$ cat config.mk
export PLATFORM = sky130hd
export DESIGN_NAME = soft_interrupt_priority_queue_top
export DESIGN_NICKNAME = d
export VERILOG_FILES = /design/src/rtl/sipq_pkg.sv /design/src/rtl/soft_interrupt_priority_queue_top.sv /design/src/rtl/sipq_ctrl.sv /design/src/rtl/sipq_dp.sv
export SDC_FILE = /design/constraint.sdc
export NUM_CORES = 1
export LEC_CHECK = 0
export BUFFER_PORTS_ARGS = -buffer_cell sky130_fd_sc_hd__buf_2
export CELL_PAD_IN_SITES_DETAIL_PLACEMENT = 1
export CELL_PAD_IN_SITES_GLOBAL_PLACEMENT = 2
export CORE_UTILIZATION = 45
export DETAILED_ROUTE_END_ITERATION = 7
export PLACE_DENSITY = 0.84
export SYNTH_ARGS = -nofsm -noshare
export SYNTH_HDL_FRONTEND = slang
export SYNTH_HIERARCHICAL = 1
export SYNTH_SLANG_ARGS = --single-unit
$ cat constraint.sdc
create_clock -name clk -period 3.88 [get_ports clk]
set_input_delay 0.776 -clock clk [delete_from_list [all_inputs] [get_ports clk]]
set_output_delay 0.776 -clock clk [all_outputs]
set_load 0.1 [all_outputs]
$ cat src/rtl/sipq_pkg.sv
// ============================================================================
// sipq_pkg
// Shared types, codes and the priority-to-level map of the soft interrupt
// priority queue.
// ============================================================================
package sipq_pkg;

	localparam int ID_W       = 6;
	localparam int PRI_W      = 8;
	localparam int NUM_LEVELS = 5;
	localparam int LEVEL_W    = 3;
	localparam int PRI_BIAS   = 32;
	localparam int PRI_SHIFT  = 4;
	localparam int TOP_LEVEL  = 4;

	// func field codes
	localparam logic FUNC_POST = 1'b0;
	localparam logic FUNC_TAKE = 1'b1;

	typedef enum logic {
		ST_IDLE,
		ST_TAKE
	} ctrl_state_t;

	// controller -> datapath commands
	typedef struct packed {
		logic post_en;     // post word accepted, update lists and load result
		logic take_rd;     // take word accepted, fetch link of top head
		logic take_commit; // pop top head and load result
	} dp_cmd_t;

	// (pri + bias) >> shift, clamped to 0..TOP_LEVEL
	function automatic logic [LEVEL_W-1:0] pick_level(input logic signed [PRI_W-1:0] pri);
		logic signed [PRI_W:0] biased;
		logic [PRI_W-PRI_SHIFT-1:0] shifted;
		biased  = {pri[PRI_W-1], pri} + (PRI_W+1)'(PRI_BIAS);
		shifted = biased[PRI_W-1:PRI_SHIFT];
		if (biased[PRI_W])
			return '0;
		else if (shifted > (PRI_W-PRI_SHIFT)'(TOP_LEVEL))
			return LEVEL_W'(TOP_LEVEL);
		else
			return LEVEL_W'(shifted);
	endfunction

endpackage

$ cat src/rtl/soft_interrupt_priority_queue_top.sv
// Soft interrupt priority queue. A post word (func = 0) queues int_id on one
// of five levels picked by (priority_req + 32) >> 4, clamped to 0..4; a post
// of an id that is already queued, or an id at or above NUM_INTS, is dropped
// with accepted = 0. A take word (func = 1) pops the oldest entry of the
// highest non-empty level and returns it on granted_id / granted_level with
// granted_valid = 1, or granted_valid = 0 when nothing is queued. Every word
// in gives exactly one word out; pending reports whether anything is still
// queued after that word. A take has a second step: the successor
// link of the popped head comes out of the link memory, whose read port is
// registered, in the cycle after the take is accepted. Results sit in a single
// output register, so a new word is only taken once that register is empty
// or its word leaves on out_ready in the same cycle; a waiting result stalls
// the input. The queue is empty after reset; no clearing pass is needed.
// ============================================================================
// soft_interrupt_priority_queue_top
// Five-level FIFO queue of software interrupts: sequencer plus datapath.
// ============================================================================
module soft_interrupt_priority_queue_top #(
	parameter int NUM_INTS = 64
) (
	input  logic                                clk,
	input  logic                                arst_n,
	// input words
	input  logic                                in_valid,
	output logic                                in_ready,
	input  logic                                func,
	input  logic [sipq_pkg::ID_W-1:0]           int_id,
	input  logic signed [sipq_pkg::PRI_W-1:0]   priority_req,
	// result words
	output logic                                out_valid,
	input  logic                                out_ready,
	output logic                                accepted,
	output logic                                granted_valid,
	output logic [sipq_pkg::ID_W-1:0]           granted_id,
	output logic [sipq_pkg::LEVEL_W-1:0]        granted_level,
	output logic                                pending
);
	import sipq_pkg::*;

	dp_cmd_t cmd;

	// handshake and take sequencing
	sipq_ctrl u_ctrl (
		.clk       (clk),
		.arst_n    (arst_n),
		.in_valid  (in_valid),
		.func      (func),
		.out_ready (out_ready),
		.in_ready  (in_ready),
		.out_valid (out_valid),
		.cmd       (cmd)
	);

	// lists, marks, link memory, result register
	sipq_dp #(
		.NUM_INTS (NUM_INTS)
	) u_dp (
		.clk           (clk),
		.arst_n        (arst_n),
		.cmd           (cmd),
		.int_id        (int_id),
		.priority_req  (priority_req),
		.accepted      (accepted),
		.granted_valid (granted_valid),
		.granted_id    (granted_id),
		.granted_level (granted_level),
		.pending       (pending)
	);

endmodule

$ cat src/rtl/sipq_ctrl.sv
// ============================================================================
// sipq_ctrl
// Sequencer: input/output handshake, take fetch state, output valid.
// ============================================================================
module sipq_ctrl (
	input  logic              clk,
	input  logic              arst_n,
	input  logic              in_valid,
	input  logic              func,
	input  logic              out_ready,
	output logic              in_ready,
	output logic              out_valid,
	output sipq_pkg::dp_cmd_t cmd
);
	import sipq_pkg::*;

	ctrl_state_t state_q, state_d;
	logic        out_valid_q;
	logic        slot_free;
	logic        accept;

	assign slot_free = !out_valid_q || out_ready;
	assign in_ready  = (state_q == ST_IDLE) && slot_free;
	assign accept    = in_valid && in_ready;
	assign out_valid = out_valid_q;

	// next state
	always_comb begin
		state_d = state_q;
		unique case (state_q)
			ST_IDLE: begin
				if (accept && func == FUNC_TAKE)
					state_d = ST_TAKE;
			end
			ST_TAKE: begin
				if (slot_free)
					state_d = ST_IDLE;
			end
			default: state_d = ST_IDLE;
		endcase
	end

	// outputs
	always_comb begin
		cmd = '0;
		unique case (state_q)
			ST_IDLE: begin
				cmd.post_en = accept && func == FUNC_POST;
				cmd.take_rd = accept && func == FUNC_TAKE;
			end
			ST_TAKE: begin
				cmd.take_commit = slot_free;
			end
			default: cmd = '0;
		endcase
	end

	always_ff @(posedge clk or negedge arst_n) begin
		if (!arst_n) begin
			state_q     <= ST_IDLE;
			out_valid_q <= 1'b0;
		end else begin
			state_q <= state_d;
			if (cmd.post_en || cmd.take_commit)
				out_valid_q <= 1'b1;
			else if (out_ready)
				out_valid_q <= 1'b0;
		end
	end

	a_take_enters_fetch: assert property (@(posedge clk) disable iff (!arst_n)
		cmd.take_rd |=> state_q == ST_TAKE)
		else $error("take accepted without entering fetch state");

	a_valid_from_load: assert property (@(posedge clk) disable iff (!arst_n)
		$rose(out_valid_q) |-> $past(cmd.post_en || cmd.take_commit))
		else $error("output valid raised without a result load");

	a_no_overwrite: assert property (@(posedge clk) disable iff (!arst_n)
		(cmd.post_en || cmd.take_commit) |-> (!out_valid_q || out_ready))
		else $error("result loaded over an untaken word");

endmodule

$ cat src/rtl/sipq_dp.sv
// ============================================================================
// sipq_dp
// Datapath: queued marks, per-level head/tail lists, link memory and the
// result register.
// ============================================================================
module sipq_dp #(
	parameter int NUM_INTS = 64
) (
	input  logic                                clk,
	input  logic                                arst_n,
	input  sipq_pkg::dp_cmd_t                   cmd,
	input  logic [sipq_pkg::ID_W-1:0]           int_id,
	input  logic signed [sipq_pkg::PRI_W-1:0]   priority_req,
	output logic                                accepted,
	output logic                                granted_valid,
	output logic [sipq_pkg::ID_W-1:0]           granted_id,
	output logic [sipq_pkg::LEVEL_W-1:0]        granted_level,
	output logic                                pending
);
	import sipq_pkg::*;

	// only ids that fit the id field can ever be stored
	localparam int ID_SPAN = 1 << ID_W;
	localparam int DEPTH   = (NUM_INTS < ID_SPAN) ? NUM_INTS : ID_SPAN;
	localparam int IDX_W   = (DEPTH > 1) ? $clog2(DEPTH) : 1;

	logic [DEPTH-1:0]      mark_q;
	logic [IDX_W-1:0]      head_q [NUM_LEVELS];
	logic [IDX_W-1:0]      tail_q [NUM_LEVELS];
	logic [NUM_LEVELS-1:0] nonempty_q;
	logic [IDX_W-1:0]      link_mem [DEPTH];
	logic [IDX_W-1:0]      link_rd_q;

	logic                  accepted_q;
	logic                  granted_valid_q;
	logic [ID_W-1:0]       granted_id_q;
	logic [LEVEL_W-1:0]    granted_level_q;
	logic                  pending_q;

	logic                  id_ok;
	logic [IDX_W-1:0]      id_idx;
	logic [LEVEL_W-1:0]    post_lvl;
	logic                  post_ok;
	logic                  top_found;
	logic [LEVEL_W-1:0]    top_lvl;
	logic [IDX_W-1:0]      top_head;
	logic                  top_last;
	logic [NUM_LEVELS-1:0] take_ne;

	// post side
	assign id_ok    = 32'(int_id) < 32'(NUM_INTS);
	assign id_idx   = int_id[IDX_W-1:0];
	assign post_lvl = pick_level(priority_req);
	assign post_ok  = id_ok && !mark_q[id_idx];

	// take side: highest non-empty level
	always_comb begin
		top_found = 1'b0;
		top_lvl   = '0;
		for (int l = 0; l < NUM_LEVELS; l++) begin
			if (nonempty_q[l]) begin
				top_found = 1'b1;
				top_lvl   = LEVEL_W'(l);
			end
		end
	end

	assign top_head = head_q[top_lvl];
	assign top_last = top_head == tail_q[top_lvl];

	always_comb begin
		take_ne = nonempty_q;
		if (top_found && top_last)
			take_ne[top_lvl] = 1'b0;
	end

	// list state
	always_ff @(posedge clk or negedge arst_n) begin
		if (!arst_n) begin
			mark_q     <= '0;
			nonempty_q <= '0;
			for (int l = 0; l < NUM_LEVELS; l++) begin
				head_q[l] <= '0;
				tail_q[l] <= '0;
			end
		end else if (cmd.post_en && post_ok) begin
			if (!nonempty_q[post_lvl]) begin
				head_q[post_lvl]     <= id_idx;
				nonempty_q[post_lvl] <= 1'b1;
			end
			tail_q[post_lvl] <= id_idx;
			mark_q[id_idx]   <= 1'b1;
		end else if (cmd.take_commit && top_found) begin
			if (top_last)
				nonempty_q[top_lvl] <= 1'b0;
			else
				head_q[top_lvl] <= link_rd_q;
			mark_q[top_head] <= 1'b0;
		end
	end

	// link memory: one write, one registered read
	always_ff @(posedge clk) begin
		if (cmd.post_en && post_ok && nonempty_q[post_lvl])
			link_mem[tail_q[post_lvl]] <= id_idx;
		if (cmd.take_rd)
			link_rd_q <= link_mem[top_head];
	end

	// result register
	always_ff @(posedge clk) begin
		if (cmd.post_en) begin
			accepted_q      <= post_ok;
			granted_valid_q <= 1'b0;
			granted_id_q    <= '0;
			granted_level_q <= '0;
			pending_q       <= (nonempty_q != '0) || post_ok;
		end else if (cmd.take_commit) begin
			accepted_q      <= 1'b0;
			granted_valid_q <= top_found;
			granted_id_q    <= top_found ? ID_W'(top_head) : '0;
			granted_level_q <= top_found ? top_lvl : '0;
			pending_q       <= take_ne != '0;
		end
	end

	assign accepted      = accepted_q;
	assign granted_valid = granted_valid_q;
	assign granted_id    = granted_id_q;
	assign granted_level = granted_level_q;
	assign pending       = pending_q;

	a_marks_match_levels: assert property (@(posedge clk) disable iff (!arst_n)
		(nonempty_q == '0) == (mark_q == '0))
		else $error("queued marks disagree with level occupancy");

	a_top_head_marked: assert property (@(posedge clk) disable iff (!arst_n)
		top_found |-> mark_q[top_head])
		else $error("head of a non-empty level is not marked queued");

	a_pop_clears_mark: assert property (@(posedge clk) disable iff (!arst_n)
		cmd.take_commit && top_found |=> !mark_q[$past(top_head)])
		else $error("popped interrupt still marked queued");

endmodule
==> parameters.txt <==
Parameter                              Value

Floorplan
  Standard cell core area ... 50600 um2
  Starting utilization of the core area ... 0.460
  Site Rows ... just over 80
  Overall die area ... 52600 um2
  Die Y ... 229 um
  Width of the die ... 229 um
  Top-Level Pins ... 33

Cells and area
  Multi-input gate area ... 7500 um2
  Filler cell count ... 5110
  Final core utilization ... 0.554
  FF+latch area ... between 15000 and 20000 um2
  Fraction of layout cells with a size suffix above 1 ... 0.230
  Number of nets in the layout ... 2112
  Area Overhead vs Synth ... 20.4%

Worst setup path
  Worst-path fanout max ... 11
  Arr. time, crit path ... 4500 ps
  Category of cells accounting for the largest share of critical-path delay ... compound AO/OA/AOI/OAI gates
  Critical Path Most Common Cell ... buf_4
  Combined buffer and inverter count along the critical path ... 4
  Element type at the critical path end ... register
  Maximum cell stage delay along the critical path ... 680 ps
  Required time reported for the critical path endpoint ... 4430 ps
  Crit-path cells ... buf_4 -> or4b_1 -> mux2i_1 -> buf_4 -> nor2_4 -> buf_4 -> buf_4 -> xnor2_1 -> nor4_1 -> a21oi_1 -> a22oi_1 -> o2bb2ai_1
  Master of the slowest instance on the critical path ... a22oi_1
  Worst-case register-to-register setup slack ... -80 ps
  Type of element launching the critical path ... register
  Type of the setup path with the least slack ... reg -> reg

Placed design
  Routability cong. ... roughly 0.90
  Port-buffer cells ... 28
  Setup Slack @ Placement ... -75.6 ps
  Post-detailed-placement half-perimeter wirelength ... 54700 um

Logic synthesis
  Unique cell type count in the Yosys netlist ... 88
  Total nets after synthesis ... 1861
  Most numerous cell types in the synthesized netlist ... edfxtp_1 (392), nand2_1 (204), a21oi_1 (160)
  Cells after synthesis ... around 1800
  Post-synthesis sequential element count ... 533
  Yosys synthesis warning count ... 6
  Sequential cell area fraction in the yosys report ... 0.655
  Most numerous cell in the Yosys netlist ... edfxtp_1
  Synthesized area ... 23300 um2
  Leading area contributor after synthesis ... edfxtp_1
  Synth top area share ... 0.506
  Leading register cell type out of synthesis ... edfxtp_1
  Share of async-settable or async-resettable flops after synthesis ... 0.246
  Number of enable flip-flop cells after synthesis ... 392
  Syn avg cell area ... roughly 13 um2
  Top cells by area, synth ... edfxtp_1 (51%), dfrtp_1 (14%), a21oi_1 (3.4%), nand2_1 (3.3%), mux2_2 (2.4%)

Global routing
  GR Overflow Total ... 0
  Global-route usage over all layers ... 0.315
  Maximum number of pins on one net before global-route repair ... 82
  Wire length of the first global-routing pass ... 123000 um
  Number of global-route vias before repair ... 18616
  Initial antenna violation count ... 1

Drt
  Total via count in the routed design ... about 18000
  Post-route DRC ... 0
  Wirelength, routed ... 82500 um
  Violation count after the first detailed-route iteration ... 1917
  Post-DR vias/cell ... 6.38
  TritonRoute pass-1 iters ... 5
  Post-detailed-route count of antenna-violating nets ... 0
  Avg WL per Cell ... 29.3 um

STA
  Worst hold slack ... 89.5 ps
  Final number of max-transition violations ... 0
  Final critical path time including I/O delays and setup ... 3960 ps
  Period utilization ... 1.02
  Final worst setup slack ... -77.1 ps
  Slew of the pin with the lowest slew margin ... ~930 ps
  Final setup violation count ... 10
  Final count of hold timing violations ... 0
  Largest clock skew in the final design ... 39.0 ps
  Slew Limit Headroom ... 0.381
  Setup repair after global routing missed its margin ... true
  Peak Freq ... 253 MHz

Status
  Violated checks ... setup timing
  Outcome ... complete, but fails checks

Clocking
  Buffers from clock root to sink, at most ... 3
  TritonCTS clock tree ... built
  Clock insertion delay at the later pin of the skew report ... 660 ps
  Sink Count ... 533
  H-tree levels ... 2
  Clock Root Buffer ... clkbuf_16
  Hold buffer count at CTS ... 0
  Clock-pin slew of the registers on the worst-case setup and hold paths ... 60 ps
  Inserted Clock Buffers ... 57

Pwr
  VDD IR max ... 0.386 mV
  Leakage power of the design ... 10.5 nW
  Total power divided by cell area ... 708 nW/um2

Run
  Number of violations of the max-capacitance limit ... 0

Hold path
  Worst Hold Class ... in -> async
==> logic make-up (layout without fill, tap and decap cells) <==
| group | count (synthesis) | after routing | share of synthesized area |
|---|---|---|---|
| muxes | 108 | 108 | 0.0572 |
| DFF | 533 | 533 | 0.655 |
| adders and majority gates | 2 | 2 | 0.000967 |
| xor gates and xnor gates | 6 | 6 | 0.00226 |
| other | 0 | 2 | 0 |
| and+or+nand+nor | 556 | 558 | 0.113 |
| AOI/OAI and AO/OA | 492 | 492 | 0.144 |
| buffers and inverters | 144 | 439 | 0.0278 |
==> per-stage QoR <==
| stage | TNS (ps) | area [um2] | instances | power (mW) |
|---|---|---|---|---|
| final | -348 | 28000 | 2812 | 19.8 |
| after global placement | -149 | 26200 | 2700 | 14.1 |
| after global routing | -2050 | 28000 | 2811 | 20.4 |
| after CTS | 0 | 28000 | 2806 | 19.6 |
| after detailed placement | -5250 | 26200 | 2700 | 14.4 |
| after floorplan | 0 | 23300 | 1841 | 10.9 |
==> metal layers <==
metal | vias to the layer above | share of wire | global-route usage
li1 | 7608 | - | -
met1 | 9275 | 0.40 | 0.419
met2 | 839 | 0.47 | 0.500
met3 | 221 | 0.086 | 0.0684
met4 | 0 | 0.042 | 0.126
met5 | - | 0 | 0
==> path summary, 6_finish.rpt <==
path	endpoint	from	depth (start not counted)
worst max register to register	u_dp/head_q[13]	u_dp/nonempty_q[2]	12
worst min register to register	u_dp/tail_q[5]	u_dp/tail_q[5]	2
max in group asynchronous	u_dp/mark_q[42]	arst_n	2
worst max-delay path	u_dp/head_q[13]	u_dp/nonempty_q[2]	12
min in group clk	u_ctrl/out_valid	in_valid	3
worst min-delay path	u_dp/tail_q[6]	arst_n	1
==> registers in the layout (all words and copies together) (netlist names) <==
signal and cells:
u_dp/link_mem 384, u_dp/mark_q 64, u_dp/head_q 30, u_dp/tail_q 30
u_dp/granted_id 6, u_dp/link_rd_q 6, u_dp/nonempty_q 5, u_dp/granted_level 3
u_ctrl/out_valid 1, u_ctrl/state_q 1, u_dp/accepted 1, u_dp/granted_valid 1
u_dp/pending 1
==> worst reg2reg max path, stage by stage (launching register included) <==
cell and delay, ps:
dfrtp_1 430, buf_4 200, or4b_1 570, mux2i_1 230, buf_4 230, nor2_4 150
buf_4 260, buf_4 170, xnor2_1 120, nor4_1 350, a21oi_1 280, a22oi_1 680
o2bb2ai_1 200
==> power breakdown <==
group	internal [mW]	switching [mW]
clock	2.83	2.35
combinational	2.70	5.06
sequential	6.56	0.331
==> cells in the final DEF (no fill, tap or decap), types with 7 or more instances in the layout <==
cell type    n
a21oi_1    158
a32oi_1     11
a22oi_1     45
and4_1       8
clkinv_1    12
nand3_1     43
clkbuf_1    17
nor3_1      35
nand3b_1     8
o221ai_1     8
mux2i_1     43
clkbuf_16   57
and3_1      42
buf_2       24
or3_1       17
a22o_1       8
edfxtp_1   392
a311oi_1    19
mux4_2      15
dfrtp_1    131
nand2_1    203
a221oi_1    21
o21ai_0     49
mux2_2      50
clkinv_2    11
inv_1       16
nor2b_1     11
buf_12      25
dfxtp_1     10
buf_4      264
a31oi_1     20
a211oi_1    30
o22ai_1     16
nand2b_1    11
nor2_1     136
o31ai_1      7
o2bb2ai_1   24
==> cell type report <==
cell class | instances | share of cell area
clock inverter | 29 | 0.00790
sequential | 533 | 0.544
inverter | 18 | 0.00241
antenna | 2 | 0.000179
tap | 672 | 0.0300
timing repair buffer | 316 | 0.0940
multi-input combinational | 1166 | 0.267
clock buffer | 76 | 0.0541
==> timing repair <==
item / 4_1_cts / 5_1_grt
buffers inserted: 0 / 3
cloned: 1 / 1
hold endpoints to repair: 0 / 0
resized for setup: 0 / 11
pin swaps: 1 / 4
endpoints found under the setup margin: 12 / 20
Note: power is estimated with default switching activity, not from simulation.
